### src/rtl/core/random_sphere_fragment_generator_unit_assert.svh
// Assertion macros shared by the sphere fragment generator RTL.
// Depends on nothing; included by the top-level module, which carries the assertions.
`ifndef RANDOM_SPHERE_FRAGMENT_GENERATOR_UNIT_ASSERT_SVH
`define RANDOM_SPHERE_FRAGMENT_GENERATOR_UNIT_ASSERT_SVH
`ifndef NO_ASSERTIONS
// Checked only out of reset.
`define RSFG_ASSERT(lbl, clk, rst_n, prop) \
    lbl: assert property (@(posedge clk) disable iff (!rst_n) prop) \
        else $error("rsfg assertion failed");
// Checked at every edge, reset included.
`define RSFG_ASSERT_ALWAYS(lbl, clk, prop) \
    lbl: assert property (@(posedge clk) prop) else $error("rsfg assertion failed");
`else
`define RSFG_ASSERT(lbl, clk, rst_n, prop)
`define RSFG_ASSERT_ALWAYS(lbl, clk, prop)
`endif
`endif

### src/rtl/core/rsfg_pkg.sv
// Package for the sphere fragment generator: constants, types, small functions.
// Depends on nothing.
package rsfg_pkg;

    localparam int FragmentsMax = 64;
    localparam int DirFracBits  = 14;
    localparam int SqrtSteps    = DirFracBits + 1;
    localparam int RadW         = DirFracBits + 1;
    localparam int CordicSteps  = 16;
    localparam int CordicW      = 22;
    localparam int PhaseW       = 24;
    localparam int AngW         = 22;

    localparam logic [31:0] SeedMix     = 32'h9E3779B9;
    localparam logic [31:0] SeedZeroSub = 32'h853C49E1;
    localparam logic [29:0] CordicGain  = 30'd652032874;
    localparam logic signed [15:0] DirOne = 16'sd16384;

    localparam logic [AngW-1:0] AtanPhase [CordicSteps] = '{
        22'd2097152, 22'd1238021, 22'd654136, 22'd332050,
        22'd166669, 22'd83416, 22'd41718, 22'd20860,
        22'd10430, 22'd5215, 22'd2608, 22'd1304,
        22'd652, 22'd326, 22'd163, 22'd81
    };

    // Register map, indexed by word address.
    typedef enum logic {
        REG_FRAG_COUNT = 1'b0,
        REG_BASE_SPEED = 1'b1
    } t_reg_idx;

    typedef logic [31:0] t_word;

    // One fragment's random draws from the sequencer.
    typedef struct packed {
        logic [15:0] u;
        logic [15:0] v;
        logic [15:0] w;
        logic [5:0]  idx;
        logic        last;
    } t_draw;

    // Fields that travel alongside the square root and CORDIC pipelines.
    typedef struct packed {
        logic signed [15:0] dy;
        logic [1:0]         quad;
        logic [AngW-1:0]    ang;
        logic [31:0]        spd_base;
        logic [31:0]        spd_rem;
        logic [5:0]         idx;
        logic               last;
    } t_side;

    // One xorshift32 step.
    function automatic t_word xs32(input t_word s);
        t_word a;
        t_word b;
        a = s ^ (s << 13);
        b = a ^ (a >> 17);
        return b ^ (b << 5);
    endfunction

    // floor(n / 65535) for quotients up to 65536.
    function automatic logic [16:0] div_ffff(input logic [31:0] n);
        logic [32:0] sum;
        sum = {1'b0, n} + {17'b0, n[31:16]} + 33'd1;
        return sum[32:16];
    endfunction

    // Fragment count as used: zero reads as one, large values clip.
    function automatic logic [6:0] eff_count(input logic [6:0] c);
        if (c == 7'd0) return 7'd1;
        if (c > 7'(FragmentsMax)) return 7'(FragmentsMax);
        return c;
    endfunction

endpackage

### src/rtl/core/rsfg_sqrt.sv
// Pipelined integer square root, one result bit per stage.
// Depends on rsfg_pkg.
module rsfg_sqrt (
    input  logic                    i_clk,
    input  logic                    i_rst_n,
    input  logic                    i_en,
    input  logic                    i_valid,
    input  logic [29:0]             i_n,
    input  rsfg_pkg::t_side         i_side,
    output logic                    o_valid,
    output logic [rsfg_pkg::RadW-1:0] o_root,
    output rsfg_pkg::t_side         o_side
);
    import rsfg_pkg::*;

    logic        s_v    [0:SqrtSteps];
    logic [29:0] s_n    [0:SqrtSteps];
    logic [29:0] s_res  [0:SqrtSteps];
    t_side       s_side [0:SqrtSteps];

    assign s_v[0]    = i_valid;
    assign s_n[0]    = i_n;
    assign s_res[0]  = '0;
    assign s_side[0] = i_side;

    for (genvar k = 0; k < SqrtSteps; k++) begin : g_stage
        localparam logic [29:0] Bit = 30'd1 << (2 * (SqrtSteps - 1 - k));
        logic [29:0] trial;
        logic        ge;

        assign trial = s_res[k] + Bit;
        assign ge    = (s_n[k] >= trial);

        // Stage valid.
        always_ff @(posedge i_clk) begin
            if (!i_rst_n) begin
                s_v[k+1] <= 1'b0;
            end else if (i_en) begin
                s_v[k+1] <= s_v[k];
            end
        end

        // Remainder and partial root.
        always_ff @(posedge i_clk) begin
            if (i_en) begin
                s_n[k+1]    <= ge ? (s_n[k] - trial) : s_n[k];
                s_res[k+1]  <= ge ? ((s_res[k] >> 1) + Bit) : (s_res[k] >> 1);
                s_side[k+1] <= s_side[k];
            end
        end
    end

    assign o_valid = s_v[SqrtSteps];
    assign o_root  = s_res[SqrtSteps][RadW-1:0];
    assign o_side  = s_side[SqrtSteps];

endmodule

### config.mk
export PLATFORM = sky130hd
export DESIGN_NAME = rsfg_sqrt
export DESIGN_NICKNAME = d
export VERILOG_FILES = /design/src/rtl/core/random_sphere_fragment_generator_unit_assert.svh /design/src/rtl/core/rsfg_pkg.sv /design/src/rtl/core/rsfg_sqrt.sv
export SDC_FILE = /design/constraint.sdc
export NUM_CORES = 2
export LEC_CHECK = 0
export ABC_AREA = 1
export CAP_MARGIN = 5
export CORE_ASPECT_RATIO = 1.4
export CORE_MARGIN = 1.5
export CORE_UTILIZATION = 45
export CTS_CLUSTER_SIZE = 12
export DETAILED_ROUTE_END_ITERATION = 8
export DONT_BUFFER_PORTS = 1
export SETUP_SLACK_MARGIN = 0.05
export SLEW_MARGIN = 30
export SYNTH_ARGS = -nofsm -noshare
export SYNTH_HDL_FRONTEND = slang
export SYNTH_SLANG_ARGS = --single-unit
### constraint.sdc
create_clock -name i_clk -period 6.1 [get_ports i_clk]
set_input_delay 0.61 -clock i_clk [delete_from_list [all_inputs] [get_ports i_clk]]
set_output_delay 0.61 -clock i_clk [all_outputs]
set_load 0.01 [all_outputs]
==> impl_metrics.toml <==
[cells_and_area]
final_cell_mix = "edfxtp_1 (2205), nand2_1 (990), inv_1 (530)"
final_nets = 5650
register_area_um2 = 66500
layout_commonest_cell = "edfxtp_1"
multi_input_area_um2 = 11300
n_fill_cell = 14900
area_delta_synth_final_pct = 12.3
final_util_pct = 50.7
stdcell_count = 7811
drive_gt1_share_pct = 6.61

[route]
first_pass_iters = 7
drtIter0Drc = 2319
ant_nets = 0
drc_errors = 0
wire_per_inst_um = 16.8
drt_wl_total_um = 131000
vias_per_cell = 4.74
vias = 37000

[clock_network]
clock_latency_ns = 0.82
clock-sinks = 2220
path_clk_slew_ns = 0.06
cts_htree_levels = 4
ctsLongestPathBuffers = 3
numCtsBuffers = 212
tritoncts = "done"
cts_setup_buffers = 0
root_buffer = "clkbuf_16"

[global_route]
grt_overflow = 0
grt_pass1_vias = 37500
grt_pass1_wl_um = 203000
grt_max_degree = 223
grt.total_usage_pct = 14.4
antenna_found_initial = 13

[yosys]
synthDominantCellAreaShare_pct = 81.8
syn_area_um2 = 80900
yosysTopAreaCell = "edfxtp_1"
synthTopCellsByArea = "edfxtp_1 (82%), nand2_1 (4.6%), inv_1 (2.5%)"
synth.net_count = 5414
ys_ff_latch = 2220
yosysWarnings = 0
yosysSeqAreaShare_pct = 82.2
avgSynthCellArea_um2 = 15.8
yosysUniqueCellTypes = 45
synthCells = 5138

[sta]
min_period_ns = 4.57
finalWorstSetupSlack_ns = 1.53
tightestPinTransition_ns = 0.982
final_hold_viol_count = 0
timing.final.crit_share_pct = 74.9
rsz0062_at_grt = "false"
slew-limit-headroom_pct = 33.9
setup-violations-final = 0
clock_skew_ns = 0.0291
drv_slew = 0
max_freq_ghz = 0.219
setup-tns-final_ns = 0

[place]
port_buffers = 0
hpwlAfterDp_um = 86100
place_ws_ns = 0.802
gp_congestion = 0.885
place_inst = 7335

[critical_path]
crit_type = "input port to flop"
cp_top_family = "buffers and inverters"
crit_arrival_ns = 5.01
critical_path.endpoint_type = "flop"
critPathBufInv = 8
critical_path.max_fanout = 205
path_cells = "buf_16, buf_16, buf_16, buf_16, buf_16, buf_16, buf_16, buf_16"
startpoint_type = "input port"
path_common_cell = "buf_16"
slowest_delay_ns = 0.65
worstPathRequired_ns = 6.54
critPathSlowestCell = "buf_16"

[floorplan]
die_y_um = 505
io_pins = 272
core_area_um2 = 179000
die_area_um2 = 182000
rows = 184
start_util_pct = 45.2
die_x_um = 361

[power]
p_leak_nw = 33.5
power_density_nw_per_um2 = 365
peakVddDrop_mv = 0.285
finalPower_mw = 33.1

[run_status]
status = "finished, final reports clean"

[min_path]
hold_class = "input port to flop"

[flow_run]
drv_cap = 0
## cell families after synthesis
logic type / Yosys count / share of synthesized area [%]
xor gates and xnor gates: 101 / 1.09
and+or+nand+nor: 1748 / 9.02
AOI/OAI and AO/OA: 256 / 1.83
adders and majority gates: 131 / 2.03
DFF: 2220 / 82.2
buffers and inverters: 682 / 3.85
## report_power, final
part	leakage (nW)	internal [mW]	switching, mW
clock	2.95	6.66	5.13
sequential	21.6	18.1	0.519
combinational	8.93	0.887	1.81
total	33.5	25.7	7.45
## path summary, 6_finish.rpt
kind | startpoint | end | slack, ns | depth (start not counted)
worst max register to register | s_n[68] | s_n[44] | 3.06 | 10
worst min register to register | s_side[156] | o_side[45] | 0.40 | 0
worst max-delay path | i_en | o_side[40] | 1.53 | 8
worst min-delay path | i_en | s_side[1559] | 0.25 | 1
## cell usage after synthesis (all sizes together)
cell type and number:
and2 3, a211oi 2, dfxtp 15, edfxtp 2205
inv 540, nand2 1002, o21ai 118, a21o 3
clkbuf 4, a21oi 118, nor3b 2, buf 138
o211ai 6, nor4 6, o221ai 1, o21bai 2
nand4 54, xor2 54, a21boi 5, ha 131
a31oi 1, or2 17, xnor2 47, nand3b 26
nor2 407, nand3 193, nor3 35, and3 3
## through the flow
step | hold WS (ns) | area (um^2)
after global routing | 0.209 | 90900
final | 0.252 | 90900
after floorplan | 0.400 | 80900
after CTS | 0.231 | 90700
after global placement | 0.400 | 83000
after detailed placement | 0.405 | 83100
## what timing repair did
item	4_1_cts	5_1_grt
hold buffers	145	0
gates resized for setup	0	0
hold endpoints to repair	292	0
## sequential cells by signal, summed over array words and instances (netlist names)
signal / count
o_valid: 1
s_res: 105
s_n: 420
o_root: 15
s_v: 14
s_side: 1554
o_side: 111
## per-layer routing
layer	share of wire (%)	global-route usage [%]
met1	39	16.0
met2	52	25.6
met3	4.5	3.33
met4	4.6	7.14
met5	0.040	0
## final cells by class
type | instances | share of cell area, %
timing repair buffer | 164 | 2.17
multi-input combinational | 2236 | 12.4
inverter | 540 | 2.23
clock inverter | 37 | 0.518
antenna | 6 | 0.0165
clock buffer | 283 | 6.21
tap | 2325 | 3.20
sequential | 2220 | 73.2
No activity file was read; power rests on OpenSTA's default activity.
