**src/rtl/core/random_sphere_fragment_generator_unit_assert.svh**
```systemverilog
// Assertion macros shared by the sphere fragment generator RTL.
// Depends on nothing; included by the top-level module, which carries the assertions.
`ifndef RANDOM_SPHERE_FRAGMENT_GENERATOR_UNIT_ASSERT_SVH
`define RANDOM_SPHERE_FRAGMENT_GENERATOR_UNIT_ASSERT_SVH
`ifndef NO_ASSERTIONS
// Checked only out of reset.
`define RSFG_ASSERT(lbl, clk, rst_n, prop) \
    lbl: assert property (@(posedge clk) disable iff (!rst_n) prop) \
        else $error("rsfg assertion failed");
// Checked at every edge, reset included.
`define RSFG_ASSERT_ALWAYS(lbl, clk, prop) \
    lbl: assert property (@(posedge clk) prop) else $error("rsfg assertion failed");
`else
`define RSFG_ASSERT(lbl, clk, rst_n, prop)
`define RSFG_ASSERT_ALWAYS(lbl, clk, prop)
`endif
`endif

```
**src/rtl/core/rsfg_pkg.sv**
```systemverilog
// Package for the sphere fragment generator: constants, types, small functions.
// Depends on nothing.
package rsfg_pkg;

    localparam int FragmentsMax = 64;
    localparam int DirFracBits  = 14;
    localparam int SqrtSteps    = DirFracBits + 1;
    localparam int RadW         = DirFracBits + 1;
    localparam int CordicSteps  = 16;
    localparam int CordicW      = 22;
    localparam int PhaseW       = 24;
    localparam int AngW         = 22;

    localparam logic [31:0] SeedMix     = 32'h9E3779B9;
    localparam logic [31:0] SeedZeroSub = 32'h853C49E1;
    localparam logic [29:0] CordicGain  = 30'd652032874;
    localparam logic signed [15:0] DirOne = 16'sd16384;

    localparam logic [AngW-1:0] AtanPhase [CordicSteps] = '{
        22'd2097152, 22'd1238021, 22'd654136, 22'd332050,
        22'd166669, 22'd83416, 22'd41718, 22'd20860,
        22'd10430, 22'd5215, 22'd2608, 22'd1304,
        22'd652, 22'd326, 22'd163, 22'd81
    };

    // Register map, indexed by word address.
    typedef enum logic {
        REG_FRAG_COUNT = 1'b0,
        REG_BASE_SPEED = 1'b1
    } t_reg_idx;

    typedef logic [31:0] t_word;

    // One fragment's random draws from the sequencer.
    typedef struct packed {
        logic [15:0] u;
        logic [15:0] v;
        logic [15:0] w;
        logic [5:0]  idx;
        logic        last;
    } t_draw;

    // Fields that travel alongside the square root and CORDIC pipelines.
    typedef struct packed {
        logic signed [15:0] dy;
        logic [1:0]         quad;
        logic [AngW-1:0]    ang;
        logic [31:0]        spd_base;
        logic [31:0]        spd_rem;
        logic [5:0]         idx;
        logic               last;
    } t_side;

    // One xorshift32 step.
    function automatic t_word xs32(input t_word s);
        t_word a;
        t_word b;
        a = s ^ (s << 13);
        b = a ^ (a >> 17);
        return b ^ (b << 5);
    endfunction

    // floor(n / 65535) for quotients up to 65536.
    function automatic logic [16:0] div_ffff(input logic [31:0] n);
        logic [32:0] sum;
        sum = {1'b0, n} + {17'b0, n[31:16]} + 33'd1;
        return sum[32:16];
    endfunction

    // Fragment count as used: zero reads as one, large values clip.
    function automatic logic [6:0] eff_count(input logic [6:0] c);
        if (c == 7'd0) return 7'd1;
        if (c > 7'(FragmentsMax)) return 7'(FragmentsMax);
        return c;
    endfunction

endpackage

```
**src/rtl/core/rsfg_cordic.sv**
```systemverilog
// Pipelined rotation CORDIC: gain-scaled entry stage, then one
// micro-rotation per stage. Depends on rsfg_pkg.
module rsfg_cordic (
    input  logic                            i_clk,
    input  logic                            i_rst_n,
    input  logic                            i_en,
    input  logic                            i_valid,
    input  logic [rsfg_pkg::RadW-1:0]       i_radial,
    input  rsfg_pkg::t_side                 i_side,
    output logic                            o_valid,
    output logic signed [rsfg_pkg::CordicW-1:0] o_x,
    output logic signed [rsfg_pkg::CordicW-1:0] o_y,
    output rsfg_pkg::t_side                 o_side
);
    import rsfg_pkg::*;

    logic                      s_v    [0:CordicSteps];
    logic signed [CordicW-1:0] s_x    [0:CordicSteps];
    logic signed [CordicW-1:0] s_y    [0:CordicSteps];
    logic signed [23:0]        s_z    [0:CordicSteps];
    t_side                     s_side [0:CordicSteps];
    logic [44:0]               w_prod;
    logic [44:0]               w_x0;

    // Entry: x starts at radial * K with four guard bits.
    assign w_prod = {15'b0, i_radial} * {15'b0, CordicGain};
    assign w_x0   = (w_prod + (45'd1 << 25)) >> 26;

    always_ff @(posedge i_clk) begin
        if (!i_rst_n) begin
            s_v[0] <= 1'b0;
        end else if (i_en) begin
            s_v[0] <= i_valid;
        end
    end

    always_ff @(posedge i_clk) begin
        if (i_en) begin
            s_x[0]    <= $signed(w_x0[CordicW-1:0]);
            s_y[0]    <= '0;
            s_z[0]    <= $signed({2'b0, i_side.ang});
            s_side[0] <= i_side;
        end
    end

    for (genvar k = 0; k < CordicSteps; k++) begin : g_step
        logic signed [23:0] atan_k;
        assign atan_k = $signed({2'b0, AtanPhase[k]});

        always_ff @(posedge i_clk) begin
            if (!i_rst_n) begin
                s_v[k+1] <= 1'b0;
            end else if (i_en) begin
                s_v[k+1] <= s_v[k];
            end
        end

        // Rotate toward zero residual angle.
        always_ff @(posedge i_clk) begin
            if (i_en) begin
                if (!s_z[k][23]) begin
                    s_x[k+1] <= s_x[k] - (s_y[k] >>> k);
                    s_y[k+1] <= s_y[k] + (s_x[k] >>> k);
                    s_z[k+1] <= s_z[k] - atan_k;
                end else begin
                    s_x[k+1] <= s_x[k] + (s_y[k] >>> k);
                    s_y[k+1] <= s_y[k] - (s_x[k] >>> k);
                    s_z[k+1] <= s_z[k] + atan_k;
                end
                s_side[k+1] <= s_side[k];
            end
        end
    end

    assign o_valid = s_v[CordicSteps];
    assign o_x     = s_x[CordicSteps];
    assign o_y     = s_y[CordicSteps];
    assign o_side  = s_side[CordicSteps];

endmodule

```
**config.mk**
```make
export PLATFORM = sky130hd
export DESIGN_NAME = rsfg_cordic
export DESIGN_NICKNAME = d
export VERILOG_FILES = /design/src/rtl/core/random_sphere_fragment_generator_unit_assert.svh /design/src/rtl/core/rsfg_pkg.sv /design/src/rtl/core/rsfg_cordic.sv
export SDC_FILE = /design/constraint.sdc
export NUM_CORES = 2
export LEC_CHECK = 0
export ABC_CLOCK_PERIOD_IN_PS = 7600
export BUFFER_PORTS_ARGS = -buffer_cell sky130_fd_sc_hd__buf_2
export CORE_ASPECT_RATIO = 1.5
export CORE_UTILIZATION = 40
export CTS_BUF_LIST = sky130_fd_sc_hd__clkbuf_16
export DETAILED_ROUTE_END_ITERATION = 10
export GPL_TIMING_DRIVEN = 0
export PLACE_DENSITY = 0.55
export SYNTH_ARGS = -nofsm -noshare
export SYNTH_HDL_FRONTEND = slang
export SYNTH_SLANG_ARGS = --single-unit
export TNS_END_PERCENT = 50
```
**constraint.sdc**
```tcl
create_clock -name i_clk -period 7.6 [get_ports i_clk]
set_input_delay 1.52 -clock i_clk [delete_from_list [all_inputs] [get_ports i_clk]]
set_output_delay 1.52 -clock i_clk [all_outputs]
set_load 0.01 [all_outputs]
```
==> metrics <==
First DRT Iteration DRCs=4110; FF+latch count, synth=2915; post-synthesis cell count=10614; max cap viols=0; top cells by area, synth=edfxtp_1 61%, ha_1 9.7%, xnor2_1 5.0%, fa_1 2.7%, a21oi_1 2.4%; DR vias=81785; Inserted Clock Buffers=299; endpoints failing setup=0; TritonRoute pass-1 iters=7; clock buffer depth=4; port buffer count=285; Hold Path Class=flop to flop; clock-pin slew on the worst setup and hold paths=0.06 ns; fraction of layout cells with a size suffix above 1=8.41%; Slew @ Worst Pin=1.41 ns; later-pin clock latency in the skew report=0.92 ns; core area=356000 um^2; Mean Syn Cell Area=13.5 um^2; Layout area overhead=12.7%; CP required=8.20 ns; period utilization=97.3%; CTS Hold Buffers Added=0; Post-synth EDFFs=2914; routed len/inst=18.1 um; Fmax=135 MHz; CP delay by family, top=adder cells; Final Cell Area=162000 um^2; row count=268; Yosys top cell by area=edfxtp_1; worst-path maximum fanout=5; total track usage=15.8%; CTS tree=yes; outcome=finished, final reports clean; antenna viol nets, final=0; ys async rst share=0%; Chip Width=491 um; skew final=0.0755 ns; dpl ws=-4.22 ns; DRT Wirelength=293 mm; H-tree depth=5; GRT Max-Usage Layer=met2; Stages on worst setup path=25; grt met2 use=31.7%; Post-Layout Cell Count=16186; final layout net count=12663; Crit path largest cell delay=0.59 ns; Crit. End Element=flop; first-pass GRT wire length=453 mm; vias in the first global route=84468; most used cell, CP=inv_1; Synth Net Count=12047; Cell variety after synth=92; largest net degree at the start of global routing=192; Placed Instance Area=151000 um^2; met3 Use GR=2.06%; clock period minus worst slack=7.39 ns; GR Util met1=15.0%; Die Ht=735 um; Startpoint Class=primary input; Hold Path Depth=0; worst path arrival time=8.00 ns; DP HPWL=219 mm; grt ovf=0; Worst path slowest cell=fa_2; most common cell after layout, fill and taps aside=edfxtp_1; initial antenna violation count=15; sequential share of the synthesized area=61.0%; Slew Viols, Final=0; Placed Cells incl. Taps=15640; Post-route DRC=0; worst setup margin=0.205 ns; Setup CP Type=primary input to flop; CP Buf/Inv Count=5; post-synth top area share=61.0%; # fillers=31641; Die Area=361000 um^2; Slew HR=4.45%; I/O Pins=286; drt via density=5.05; clk sinks=2915; most frequent cells in the layout=2914 x edfxtp_1, 1090 x ha_1, 810 x xnor2_1; Placer Congestion=0.936; initial core utilization=40.3%; root buf cell=clkbuf_16; Syn Std Cell Area=143000 um^2; Hold WS=0.382 ns; Synth Flop Type=edfxtp_1; synth warn=0; Final Hold Vio Count=0; r2r worst-path depth=18
[cell usage after synthesis (20+ instances only)]
| library cell | n |
|---|---|
| a211o_1 | 21 |
| a211oi_1 | 59 |
| a21boi_0 | 20 |
| a21boi_1 | 26 |
| a21o_1 | 259 |
| a21oi_1 | 686 |
| a31o_2 | 26 |
| a31oi_1 | 66 |
| and2_1 | 30 |
| and3_1 | 90 |
| clkbuf_1 | 97 |
| edfxtp_1 | 2914 |
| fa_1 | 195 |
| ha_1 | 1108 |
| inv_1 | 657 |
| mux2i_1 | 58 |
| nand2_1 | 470 |
| nand2b_1 | 81 |
| nand3_1 | 139 |
| nand3b_1 | 25 |
| nand4_1 | 37 |
| nor2_1 | 759 |
| nor2b_1 | 143 |
| nor3_1 | 304 |
| nor3b_1 | 27 |
| nor4_1 | 42 |
| o2111ai_1 | 26 |
| o211ai_1 | 34 |
| o21a_1 | 80 |
| o21ai_0 | 346 |
| o21ai_1 | 59 |
| o21bai_1 | 113 |
| o31a_1 | 20 |
| o31ai_1 | 56 |
| o41ai_1 | 43 |
| or2_2 | 30 |
| or3_1 | 89 |
| xnor2_1 | 811 |
| xor2_1 | 341 |
[cell type report]
| class | instances | area, um^2 | share of cell area (%) |
|---|---|---|---|
| clock buffer | 304 | 7610 | 4.71 |
| buffer | 109 | 532 | 0.329 |
| timing repair buffer | 319 | 2110 | 1.31 |
| antenna | 4 | 10.0 | 0.00619 |
| tap | 4725 | 5910 | 3.66 |
| sequential | 2915 | 87500 | 54.1 |
| clock inverter | 224 | 2060 | 1.27 |
| multi-input combinational | 6922 | 53400 | 33.0 |
| inverter | 664 | 2500 | 1.54 |
[flip-flops by register name, summed over array words and instances, names as in the netlist]
name and cells:
s_z 335, s_v 17, s_x 349, s_y 348
s_side 1866
[metrics by stage]
step           utilization, %   TNS, ns
2_1_floorplan               -         0
3_3_place_gp             42.4         -
3_5_place_dp             42.5  -1608.38
4_1_cts                  45.3    -0.314
5_1_grt                  45.4   -0.0750
6_report                 45.4         0
[logic make-up (layout without fill, tap and decap cells)]
logic type / Yosys count / count (layout) / synth area share, %
compound gates: 2066 / 2066 / 9.16
xor+xnor: 1153 / 1153 / 7.06
fa+ha+maj: 1303 / 1303 / 12.4
buf+inv: 777 / 1620 / 2.04
flops: 2915 / 2915 / 61.0
mux: 75 / 75 / 0.538
other cells: 0 / 4 / 0
simple gates: 2325 / 2325 / 7.78
[routing by layer]
metal,up-vias,share of wire (%)
met5,-,0.015
met4,6,6.1
met3,737,2.8
met2,1300,56
met1,39085,35
li1,40657,-
[path summary, 6_finish.rpt]
check	from	to	slack, ns
hold reg to reg	s_side[14][58]	s_side[15][58]	0.38
setup / recovery	i_radial[8]	s_x[0][14]	0.21
setup reg to reg	s_z[12][23]	s_y[13][18]	1.92
hold / removal	s_side[14][58]	s_side[15][58]	0.38
[repair_timing]
item                       in CTS  in global routing
gates cloned                    2                  2
setup endpoints to repair     711                 51
resized for setup              58                 76
pin swaps                       5                 28
setup buffers                   2                 12
Power is not shown: default switching activity piles up to over one toggle a cycle in this logic, so the estimate is an artifact.
