## config.mk

```make
export PLATFORM = sky130hd
export DESIGN_NAME = rsfg_seq_flat
export DESIGN_NICKNAME = d
export VERILOG_FILES = /design/src/rtl/core/random_sphere_fragment_generator_unit_assert.svh /design/src/rtl/core/rsfg_pkg.sv /design/src/rtl/core/rsfg_seed_if.sv /design/src/rtl/core/rsfg_seq.sv /design/src/flat_wrapper.sv
export SDC_FILE = /design/constraint.sdc
export NUM_CORES = 1
export LEC_CHECK = 0
export ABC_CLOCK_PERIOD_IN_PS = 3700
export BUFFER_PORTS_ARGS = -buffer_cell sky130_fd_sc_hd__buf_2
export CORE_UTILIZATION = 57
export DETAILED_ROUTE_END_ITERATION = 7
export PLACE_DENSITY_LB_ADDON = 0.15
export REMOVE_ABC_BUFFERS = 1
export SYNTH_ARGS = -nofsm -noshare
export SYNTH_HDL_FRONTEND = slang
export SYNTH_SLANG_ARGS = --single-unit
```

## constraint.sdc

```tcl
create_clock -name i_clk -period 3.7 [get_ports i_clk]
set_input_delay 0.185 -clock i_clk [delete_from_list [all_inputs] [get_ports i_clk]]
set_output_delay 0.185 -clock i_clk [all_outputs]
set_load 0.005 [all_outputs]
```

## src/rtl/core/random_sphere_fragment_generator_unit_assert.svh

```systemverilog
// Assertion macros shared by the sphere fragment generator RTL.
// Depends on nothing; included by the top-level module, which carries the assertions.
`ifndef RANDOM_SPHERE_FRAGMENT_GENERATOR_UNIT_ASSERT_SVH
`define RANDOM_SPHERE_FRAGMENT_GENERATOR_UNIT_ASSERT_SVH
`ifndef NO_ASSERTIONS
// Checked only out of reset.
`define RSFG_ASSERT(lbl, clk, rst_n, prop) \
    lbl: assert property (@(posedge clk) disable iff (!rst_n) prop) \
        else $error("rsfg assertion failed");
// Checked at every edge, reset included.
`define RSFG_ASSERT_ALWAYS(lbl, clk, prop) \
    lbl: assert property (@(posedge clk) prop) else $error("rsfg assertion failed");
`else
`define RSFG_ASSERT(lbl, clk, rst_n, prop)
`define RSFG_ASSERT_ALWAYS(lbl, clk, prop)
`endif
`endif

```

## src/rtl/core/rsfg_pkg.sv

```systemverilog
// Package for the sphere fragment generator: constants, types, small functions.
// Depends on nothing.
package rsfg_pkg;

    localparam int FragmentsMax = 64;
    localparam int DirFracBits  = 14;
    localparam int SqrtSteps    = DirFracBits + 1;
    localparam int RadW         = DirFracBits + 1;
    localparam int CordicSteps  = 16;
    localparam int CordicW      = 22;
    localparam int PhaseW       = 24;
    localparam int AngW         = 22;

    localparam logic [31:0] SeedMix     = 32'h9E3779B9;
    localparam logic [31:0] SeedZeroSub = 32'h853C49E1;
    localparam logic [29:0] CordicGain  = 30'd652032874;
    localparam logic signed [15:0] DirOne = 16'sd16384;

    localparam logic [AngW-1:0] AtanPhase [CordicSteps] = '{
        22'd2097152, 22'd1238021, 22'd654136, 22'd332050,
        22'd166669, 22'd83416, 22'd41718, 22'd20860,
        22'd10430, 22'd5215, 22'd2608, 22'd1304,
        22'd652, 22'd326, 22'd163, 22'd81
    };

    // Register map, indexed by word address.
    typedef enum logic {
        REG_FRAG_COUNT = 1'b0,
        REG_BASE_SPEED = 1'b1
    } t_reg_idx;

    typedef logic [31:0] t_word;

    // One fragment's random draws from the sequencer.
    typedef struct packed {
        logic [15:0] u;
        logic [15:0] v;
        logic [15:0] w;
        logic [5:0]  idx;
        logic        last;
    } t_draw;

    // Fields that travel alongside the square root and CORDIC pipelines.
    typedef struct packed {
        logic signed [15:0] dy;
        logic [1:0]         quad;
        logic [AngW-1:0]    ang;
        logic [31:0]        spd_base;
        logic [31:0]        spd_rem;
        logic [5:0]         idx;
        logic               last;
    } t_side;

    // One xorshift32 step.
    function automatic t_word xs32(input t_word s);
        t_word a;
        t_word b;
        a = s ^ (s << 13);
        b = a ^ (a >> 17);
        return b ^ (b << 5);
    endfunction

    // floor(n / 65535) for quotients up to 65536.
    function automatic logic [16:0] div_ffff(input logic [31:0] n);
        logic [32:0] sum;
        sum = {1'b0, n} + {17'b0, n[31:16]} + 33'd1;
        return sum[32:16];
    endfunction

    // Fragment count as used: zero reads as one, large values clip.
    function automatic logic [6:0] eff_count(input logic [6:0] c);
        if (c == 7'd0) return 7'd1;
        if (c > 7'(FragmentsMax)) return 7'(FragmentsMax);
        return c;
    endfunction

endpackage

```

## src/rtl/core/rsfg_seed_if.sv

```systemverilog
// Seed channel: valid/ready handshake with a 32-bit seed.
// Depends on nothing.
interface rsfg_seed_if;
    logic        valid;
    logic        ready;
    logic [31:0] seed;
    modport source (output valid, output seed, input ready);
    modport sink (input valid, input seed, output ready);
endinterface

```

## src/rtl/core/rsfg_seq.sv

```systemverilog
// Run sequencer: takes a seed, steps the xorshift32 generator, issues one
// fragment's draws per enabled cycle. Depends on rsfg_pkg and rsfg_seed_if.
module rsfg_seq (
    input  logic            i_clk,
    input  logic            i_rst_n,
    input  logic            i_en,
    input  logic            i_blocked,
    input  logic [6:0]      i_count,
    rsfg_seed_if.sink       i_seed,
    output logic            o_valid,
    output rsfg_pkg::t_draw o_draw
);
    import rsfg_pkg::*;

    logic        r_active;
    t_word       r_rng;
    logic [5:0]  r_idx;
    logic        r_valid;
    t_draw       r_draw;
    t_word       w_s1;
    t_word       w_s2;
    t_word       w_s3;
    t_word       w_init;
    logic        w_last;

    assign i_seed.ready = !r_active && !i_blocked;

    // Three draws per fragment.
    assign w_s1   = xs32(r_rng);
    assign w_s2   = xs32(w_s1);
    assign w_s3   = xs32(w_s2);
    assign w_init = i_seed.seed ^ SeedMix;
    assign w_last = ({1'b0, r_idx} == (i_count - 7'd1));

    // Run control.
    always_ff @(posedge i_clk) begin
        if (!i_rst_n) begin
            r_active <= 1'b0;
            r_valid  <= 1'b0;
        end else begin
            if (i_seed.valid && i_seed.ready) begin
                r_active <= 1'b1;
            end else if (i_en && r_active && w_last) begin
                r_active <= 1'b0;
            end
            if (i_en) begin
                r_valid <= r_active;
            end
        end
    end

    // Generator state and issued draws.
    always_ff @(posedge i_clk) begin
        if (i_seed.valid && i_seed.ready) begin
            r_rng <= (w_init == '0) ? SeedZeroSub : w_init;
            r_idx <= '0;
        end else if (i_en && r_active) begin
            r_rng <= w_s3;
            r_idx <= r_idx + 6'd1;
        end
        if (i_en && r_active) begin
            r_draw.u    <= w_s1[15:0];
            r_draw.v    <= w_s2[15:0];
            r_draw.w    <= w_s3[15:0];
            r_draw.idx  <= r_idx;
            r_draw.last <= w_last;
        end
    end

    assign o_valid = r_valid;
    assign o_draw  = r_draw;

endmodule

```

## src/flat_wrapper.sv

```systemverilog
// flat-port wrapper written by rule: the top's interface ports become plain ports
module rsfg_seq_flat import rsfg_pkg::*;
  (i_clk, i_rst_n, i_en, i_blocked, i_count, o_valid, o_draw, i_seed_valid, i_seed_seed, i_seed_ready);
  rsfg_seed_if i_seed_i ();
  input  logic i_clk;
  input  logic i_rst_n;
  input  logic i_en;
  input  logic i_blocked;
  input  logic [6:0] i_count;
  output logic o_valid;
  output rsfg_pkg::t_draw o_draw;
  input wire logic [$bits(i_seed_i.valid)-1:0] i_seed_valid;
  input wire logic [$bits(i_seed_i.seed)-1:0] i_seed_seed;
  output wire logic [$bits(i_seed_i.ready)-1:0] i_seed_ready;
  assign i_seed_i.valid = i_seed_valid;
  assign i_seed_i.seed = i_seed_seed;
  assign i_seed_ready = i_seed_i.ready;
  rsfg_seq u_core (.i_clk(i_clk), .i_rst_n(i_rst_n), .i_en(i_en), .i_blocked(i_blocked), .i_count(i_count), .i_seed(i_seed_i), .o_valid(o_valid), .o_draw(o_draw));
endmodule
```

==> results.cfg, run 1 <==
[run_status]
status = finished clean

[cells_and_area]
antenna_cells = 0
nFillCells = 754
area_growth_pct = 13.94
nNetsFinal = 560
final_layout_size_suffix_gt1_share_pct = 28.32
layout.cells.non_filler = 652

[critical_path]
crit_fanout = 7
cp_cell_sequence = xnor3_2 -> xor2_2 -> xnor3_2 -> xnor3_2 -> xor2_1 -> a2bb2oi_1
crit_slowest_cell = edfxtp_1
worstSetupStartpointType = flop
setup.worst_path.end_class = flop
arrival_ns = 3.03
critPathMaxStageDelay_ns = 0.61
cp_common_cell = xnor3_2
crit_required_ns = 3.82
crit_type = flop to flop

[placed_design]
port_buffers = 100
place_inst = 636
routabilityCongestion = 0.9649
hpwl_um = 10550

[drt]
drt.antenna.violating_nets = 0
drc = 0
drt_iter0_markers = 255
drt_wl_total_um = 13700
vias_per_cell = 5.609
via_count = 3657
firstDrtPassIters = 4
wl_per_cell_um = 21.01

[cts]
h-tree-depth = 3
cts_root_buffer = clkbuf_8
clkTransAtPathRegs_ns = 0.09
cts_resized = 0
cts_setup_buffers = 0
cts_tree = built
cts_buffers = 9
clk_latency_ns = 0.37
cts.sinks = 95
cts_hold_buf = 0
ctsLongestPathBuffers = 2

[logic_synthesis]
synth_simple_gate_area_share_pct = 4.288
synth-edff-count = 87
seq_area_frac_synth_pct = 47.75
syn_inst = 414
synth_fa_ha_area_share_pct = 0.4309
muxShareOfSynthArea_pct = 0.1724
synth_compound_area_share_pct = 6.012
synth_cell_types = 55
ys_top_cells_by_area = edfxtp_1 (45%), xnor2_1 (16%), xor2_1 (7.5%)
yosys.area.top_type_share_pct = 44.99
synth_xor_area_share_pct = 39.22
ys_warn_count = 0
synth-seq-cells = 95
synth_top_area_cell = edfxtp_1
synth_area_mm2 = 0.005807
syn_area_per_cell_um2 = 14.03
ys.flop_type = edfxtp_1
synth_top_family_by_area = XOR/XNOR gates
async_reset_ff_share_pct = 0

[timing]
maxSlewViolCount = 0
hold_slack_ns = 0.05245
slew_headroom_pct = 37.25
hold_violations = 0
clock-skew-final_ns = 0.01201
setup_viol = 0
worst-slew-pin-transition_ns = 0.9407
fmax_ghz = 0.3433
rsz0062_at_grt = false
finalCritPeriodShare_pct = 78.72
finalSetupTns_ns = 0
post-route-min-period_ns = 2.913

[grt]
first_global_vias = 3412
overflow = 0
grt_antenna_before_repair = 0
grt.total_usage_pct = 27.27
grt_pass1_wl_um = 19950
grt_max_degree = 35

[floorplanning]
ios = 101
std_cell_rows = 36
die_y_um = 102.9
die_w_um = 102.9
core_mm2 = 0.009819
dieArea_mm2 = 0.01059
start_util_pct = 59.14

[hold_path]
hold_path_class = primary input to flop

[job]
maxCapViolations = 0
-- area by class of cell --
type / count / area (µm²) / share of cell area [%]
multi-input cells: 291 / 2910 / 43.99
flip-flops and latches: 95 / 2773 / 41.91
repair buffers: 107 / 553.0 / 8.359
well taps: 133 / 166.4 / 2.515
clock buffers: 13 / 158.9 / 2.402
inverters: 10 / 37.54 / 0.5673
clock inverters: 3 / 17.52 / 0.2648
-- stage by stage --
step	utilization [%]	instance area, µm²	setup WS, ns
2_1_floorplan	-	5720	1.014
3_3_place_gp	65.58	6440	0.9007
3_5_place_dp	65.58	6440	0.8137
4_1_cts	67.38	6616	0.8042
5_1_grt	67.38	6616	0.6981
6_report	67.38	6616	0.7872
-- worst max-delay path, delay by kind of cell, from the launching register on --
family                    cells  cell delay [ns]
xor gates and xnor gates      5             1.91
AOI/OAI and AO/OA             1             0.14
DFF                           1             0.61
-- cells by family after synthesis --
logic type | Yosys count
multiplexers | 1
buffers and inverters | 28
adder cells (fa/ha/maj) | 2
AO/OA/AOI/OAI | 46
flip-flops | 95
XOR/XNOR | 196
AND/OR/NAND/NOR | 46
-- metal layers --
layer / wire length, µm / global-route usage [%] / vias to the layer above
met3: 1104 / 3.797 / 20
li1: - / - / 1662
met5: 0 / 0 / -
met2: 6369 / 42.15 / 193
met1: 5883 / 38.84 / 1782
met4: 342 / 11.70 / 0
-- placed cells by master (no fill, tap or decap), drive strengths merged, types with 2 or more instances in the layout --
cell type / instances
a21oi: 5
a22o: 5
a22oi: 5
a2bb2oi: 6
a32oi: 2
buf: 107
clkbuf: 13
clkinv: 2
dfxtp: 8
edfxtp: 87
ha: 2
inv: 10
nand2: 13
nand4: 2
nand4b: 3
nor2: 11
nor2b: 3
nor3: 3
nor4: 2
o21ai: 5
o21ba: 2
o22ai: 5
o2bb2ai: 3
or4bb: 2
xnor2: 109
xnor3: 28
xor2: 55
xor3: 4
-- path summary, 6_finish.rpt --
check                   from          endpoint  slack [ns]  cells past startpoint
min reg2reg  u_core.r_active   u_core.r_active        0.51                      2
max reg2reg  u_core.r_rng[9]  u_core.r_rng[11]        0.79                      6
min                  i_rst_n    u_core.o_valid        0.05                      2
max          u_core.r_rng[9]  u_core.r_rng[11]        0.79                      6
-- synth_stat cells, types with 6 or more instances --
cell	count
xnor2_1	103
edfxtp_1	87
xor2_1	50
xnor3_1	19
nand2_1	13
nor2_1	11
inv_1	9
clkbuf_1	8
dfxtp_1	8
xnor3_2	7
a2bb2oi_1	6
buf_2	6
-- state kept, by name, summed over array words and instances, names as in the netlist --
name,count
u_core.o_valid,1
u_core.r_active,1
u_core.o_draw,55
u_core.r_idx,6
u_core.r_rng,32
Power of run 1 is left out: the tool's default activity adds up to more than one toggle a clock period on the data nets, which glitch-free logic cannot reach.
==> run 2: changes to the inputs <==
ABC_CLOCK_PERIOD_IN_PS = 3000   (was 3700)
clock period = 3 ns   (was 3.7 ns; I/O delays follow)
==> run 2 against run 1 <==
Setup slack lost 0.59 ns. Cell count grew 2.8%. Non-clock buffer count grew 18. First-iteration DRC count grew 3.9%. Global-route usage grew 1.5 points. Via count grew 3.0%. Core utilization grew 2.0 points. Sequential share of layout area shrank 1.2 points. Clock-buffer cell count shrank 2. Largest cell class unchanged.
==> results.cfg, run 2 (synthesized netlist as in run 1, its figures left out) <==
[drt]
drt_iter0_markers = 265
drt.antenna.violating_nets = 0
drc = 0
firstDrtPassIters = 5
drt_wl_total_um = 14150
via_count = 3767
vias_per_cell = 5.622
wl_per_cell_um = 21.12

[critical_path]
r2r-start = u_core.r_rng[5]
critPathMaxStageDelay_ns = 0.63
crit_buf_inv = 0
crit_slowest_cell = xnor3_2
crit_start = u_core.r_rng[5]
arrival_ns = 2.93
r2r_setup_slack_ns = 0.20
rr_endpoint = u_core.r_rng[11]
cp_common_cell = xnor3_2
setup.worst_path.end_class = flop
crit_type = flop to flop
crit_fanout = 5
cp_top_family = XOR/XNOR gates
crit_required_ns = 3.13
worstSetupStartpointType = flop
ff2ff_path_depth = 6
path_depth = 6
cp_cell_sequence = xnor3_2 -> xnor2_2 -> xor2_2 -> xnor3_2 -> xor2_1 -> a2bb2oi_1

[timing]
slew_headroom_pct = 54.39
finalSetupTns_ns = 0
rsz0062_at_grt = false
worst-slew-pin-transition_ns = 0.6838
post-route-min-period_ns = 2.800
maxSlewViolCount = 0
fmax_ghz = 0.3572
finalCritPeriodShare_pct = 93.33
hold_slack_ns = 0.08385
clock-skew-final_ns = 0.01971
hold_violations = 0
setup_viol = 0

[floorplanning]
std_cell_rows = 36
ios = 101
core_mm2 = 0.009819
start_util_pct = 59.14
die_y_um = 102.9
dieArea_mm2 = 0.01059
die_w_um = 102.9

[cts]
cts_resized = 0
cts_setup_buffers = 0
ctsLongestPathBuffers = 2
cts_tree = built
cts_hold_buf = 1
cts_root_buffer = clkbuf_8
clk_latency_ns = 0.38
h-tree-depth = 3
cts.sinks = 95
cts_buffers = 9
clkTransAtPathRegs_ns = 0.10

[hold_path]
min_path_cells = 3
hold_path_end = u_core.r_rng[23]
hp-start = i_seed_seed[23]
hold_path_class = primary input to flop

[cells_and_area]
final_layout_size_suffix_gt1_share_pct = 30.73
final_cell_mix = xnor2_1 (103), buf_2 (100), edfxtp_1 (87)
area_growth_pct = 17.26
fin_util_pct = 69.34
nNetsFinal = 578
layout.cells.most_common = xnor2_1
largest_reg_flops = 55
antenna_cells = 0
design_area_mm2 = 0.006809

[grt]
grt_max_degree = 33
overflow = 0
grt_antenna_before_repair = 0
grt_pass1_wl_um = 21150
grt.total_usage_pct = 28.76
first_global_vias = 3657
top_usage_layer = met2
groute.layer.met2.usage_pct = 45.74
use_met1_pct = 39.95
grt_util_met3_pct = 4.000

[run_status]
status = finished clean

[placed_design]
port_buffers = 100
hpwl_um = 11000
placed_cell_area_mm2 = 0.006568
routabilityCongestion = 0.9241

[job]
maxCapViolations = 0
[run 2: worst max-delay path by stage]
| stage | end |
|---|---|
| floorplan | u_core.r_rng[11] |
| global placement | u_core.r_rng[11] |
| detailed placement | u_core.r_rng[11] |
| CTS | u_core.r_rng[11] |
| global route | u_core.r_rng[11] |
| finish | u_core.r_rng[11] |
[run 2: cell type report]
cell class	count	area, µm²
clock buffers	11	151.4
repair buffers	125	690.7
inverters	10	37.54
clock inverters	5	80.08
fillers	750	3010
well taps	133	166.4
multi-input cells	291	2910
flip-flops and latches	95	2773
[run 2: tightest hold or removal path: cells and delay by family]
kind	cells	cell delay (ns)
compound gates	1	0.06
simple gates	1	0.05
buf+inv	1	0.10
[run 2: stage by stage]
step | setup WS, ns | instances
detailed placement | 0.2550 | 653
finish | 0.2002 | 670
CTS | 0.1956 | 670
global placement | 0.2777 | 653
global route | 0.1421 | 670
floorplan | 0.3137 | 396
[run 2: routing by layer]
layer  vias to the layer above  share of wire [%]
met2                       191                 47
met5                         -                  0
li1                       1706                  -
met4                         0                2.4
met1                      1849                 43
met3                        21                7.8
Power of run 2 is left out for the same reason.
==> run 3: changes to the inputs <==
BUFFER_PORTS_ARGS = default   (was -buffer_cell sky130_fd_sc_hd__buf_2)
CORE_UTILIZATION = 40   (was 57)
DONT_BUFFER_PORTS = 1   (was default)
==> run 3 against run 2 <==
Routed wire length grew 7.4%. Cell count shrank 5.4%. Fmax shrank 2.7%. Non-clock buffer count shrank 83. Final area shrank 3.1%. First-iteration DRC count shrank 10%. Via count shrank 11%. Largest cell class unchanged.
==> results.cfg, run 3 (synthesized netlist as in run 1, its figures left out) <==
[grt]
grt_max_degree = 50
grt_antenna_before_repair = 0
grt_pass1_wl_um = 22000
grt.total_usage_pct = 21.38
overflow = 0
first_global_vias = 3491

[critical_path]
crit_start = u_core.r_rng[5]
crit_type = flop to flop
ff2ff_path_depth = 6
crit_fanout = 5
setup.worst_path.end_class = flop
arrival_ns = 2.99
cp_common_cell = xnor3_2
cp_cell_sequence = xnor3_2 -> xnor2_2 -> xor2_2 -> xnor3_2 -> xor2_1 -> a2bb2oi_1
crit_slowest_cell = xnor3_2
r2r-start = u_core.r_rng[5]
r2r_setup_slack_ns = 0.12
critPathMaxStageDelay_ns = 0.61
rr_endpoint = u_core.r_rng[11]
worstSetupStartpointType = flop
crit_required_ns = 3.11

[drt]
via_count = 3340
firstDrtPassIters = 5
drt_wl_total_um = 15200
wl_per_cell_um = 23.98
drc = 0
vias_per_cell = 5.268
drt.antenna.violating_nets = 0
drt_iter0_markers = 238

[hold_path]
hold_path_class = primary input to flop
min_path_cells = 1
hp-start = i_seed_seed[4]
hold_path_end = u_core.r_rng[4]

[timing]
setup_viol = 0
fmax_ghz = 0.3474
maxSlewViolCount = 0
clock-skew-final_ns = 0.007822
finalCritPeriodShare_pct = 95.95
worst-slew-pin-transition_ns = 0.6754
rsz0062_at_grt = false
slew_headroom_pct = 54.97
finalSetupTns_ns = 0
hold_violations = 0
post-route-min-period_ns = 2.879

[cts]
cts.sinks = 95
h-tree-depth = 3
cts_buffers = 9
cts_tree = built
clk_latency_ns = 0.36
clkTransAtPathRegs_ns = 0.07
cts_resized = 0
cts_setup_buffers = 0
cts_root_buffer = clkbuf_16
ctsLongestPathBuffers = 2

[cells_and_area]
antenna_cells = 0
layout.cells.most_common = xnor2_1
largest_reg_flops = 55
final_cell_mix = xnor2_1 (103), edfxtp_1 (87), xor2_1 (50)
area_growth_pct = 13.60
nNetsFinal = 495
layout.cells.non_filler = 634
final_layout_size_suffix_gt1_share_pct = 14.54

[placed_design]
place_inst = 602
port_buffers = 0
routabilityCongestion = 0.8450
hpwl_um = 11270

[floorplanning]
die_w_um = 122.5
die_y_um = 122.5
core_mm2 = 0.01404
start_util_pct = 41.35
std_cell_rows = 43
dieArea_mm2 = 0.01500
ios = 101

[run_status]
status = finished clean

[job]
maxCapViolations = 0
-- run 3: layout make-up --
cell class,count,area (µm²)
Fill cell,1260,7446
Multi-Input combinational cell,291,2918
Sequential cell,95,2773
Timing Repair Buffer,42,355.3
Clock buffer,9,225.2
Tap cell,180,225.2
Clock inverter,7,62.56
Inverter,10,37.54
-- run 3: what timing repair did --
item / in CTS / in global routing
endpoints found under the setup margin: 0 / 0
hold buffers: 16 / 0
hold endpoints to repair: 17 / 0
-- run 3: worst max path at each step --
stage	end	cells after the start	slack [ns]
finish	u_core.r_rng[11]	6	0.12
global route	u_core.r_rng[11]	6	0.06
CTS	u_core.r_rng[11]	6	0.14
detailed placement	u_core.r_rng[11]	6	0.15
global placement	u_core.r_rng[9]	6	0.18
floorplan	u_core.r_rng[11]	6	0.31
-- run 3: worst max-delay path: cells and delay by family, from the launching register on --
family / cells / cell delay [ns]
AOI/OAI and AO/OA: 1 / 0.14
DFF: 1 / 0.55
xor gates and xnor gates: 5 / 1.95
-- run 3: stage by stage --
stage / util (%) / hold WS, ns / setup WS, ns / cell area [µm²]
2_1_floorplan: - / 0.2782 / 0.3137 / 5720
3_3_place_gp: 43.79 / 0.2894 / 0.1843 / 6148
3_5_place_dp: 43.79 / 0.3041 / 0.1538 / 6148
4_1_cts: 46.98 / 0.003838 / 0.1445 / 6596
5_1_grt: 46.98 / 0.003883 / 0.06235 / 6596
6_report: 46.98 / 0.01144 / 0.1215 / 6596
-- run 3: layer usage --
layer	share of wire [%]	wire (µm)	GRT usage, %	vias up
met1	45	6893	29.82	1665
met3	7.1	1079	5.390	16
met2	46	6966	32.13	127
met4	1.7	262	7.622	0
met5	0	0	0	-
li1	-	-	-	1532
Power of run 3 is left out for the same reason.
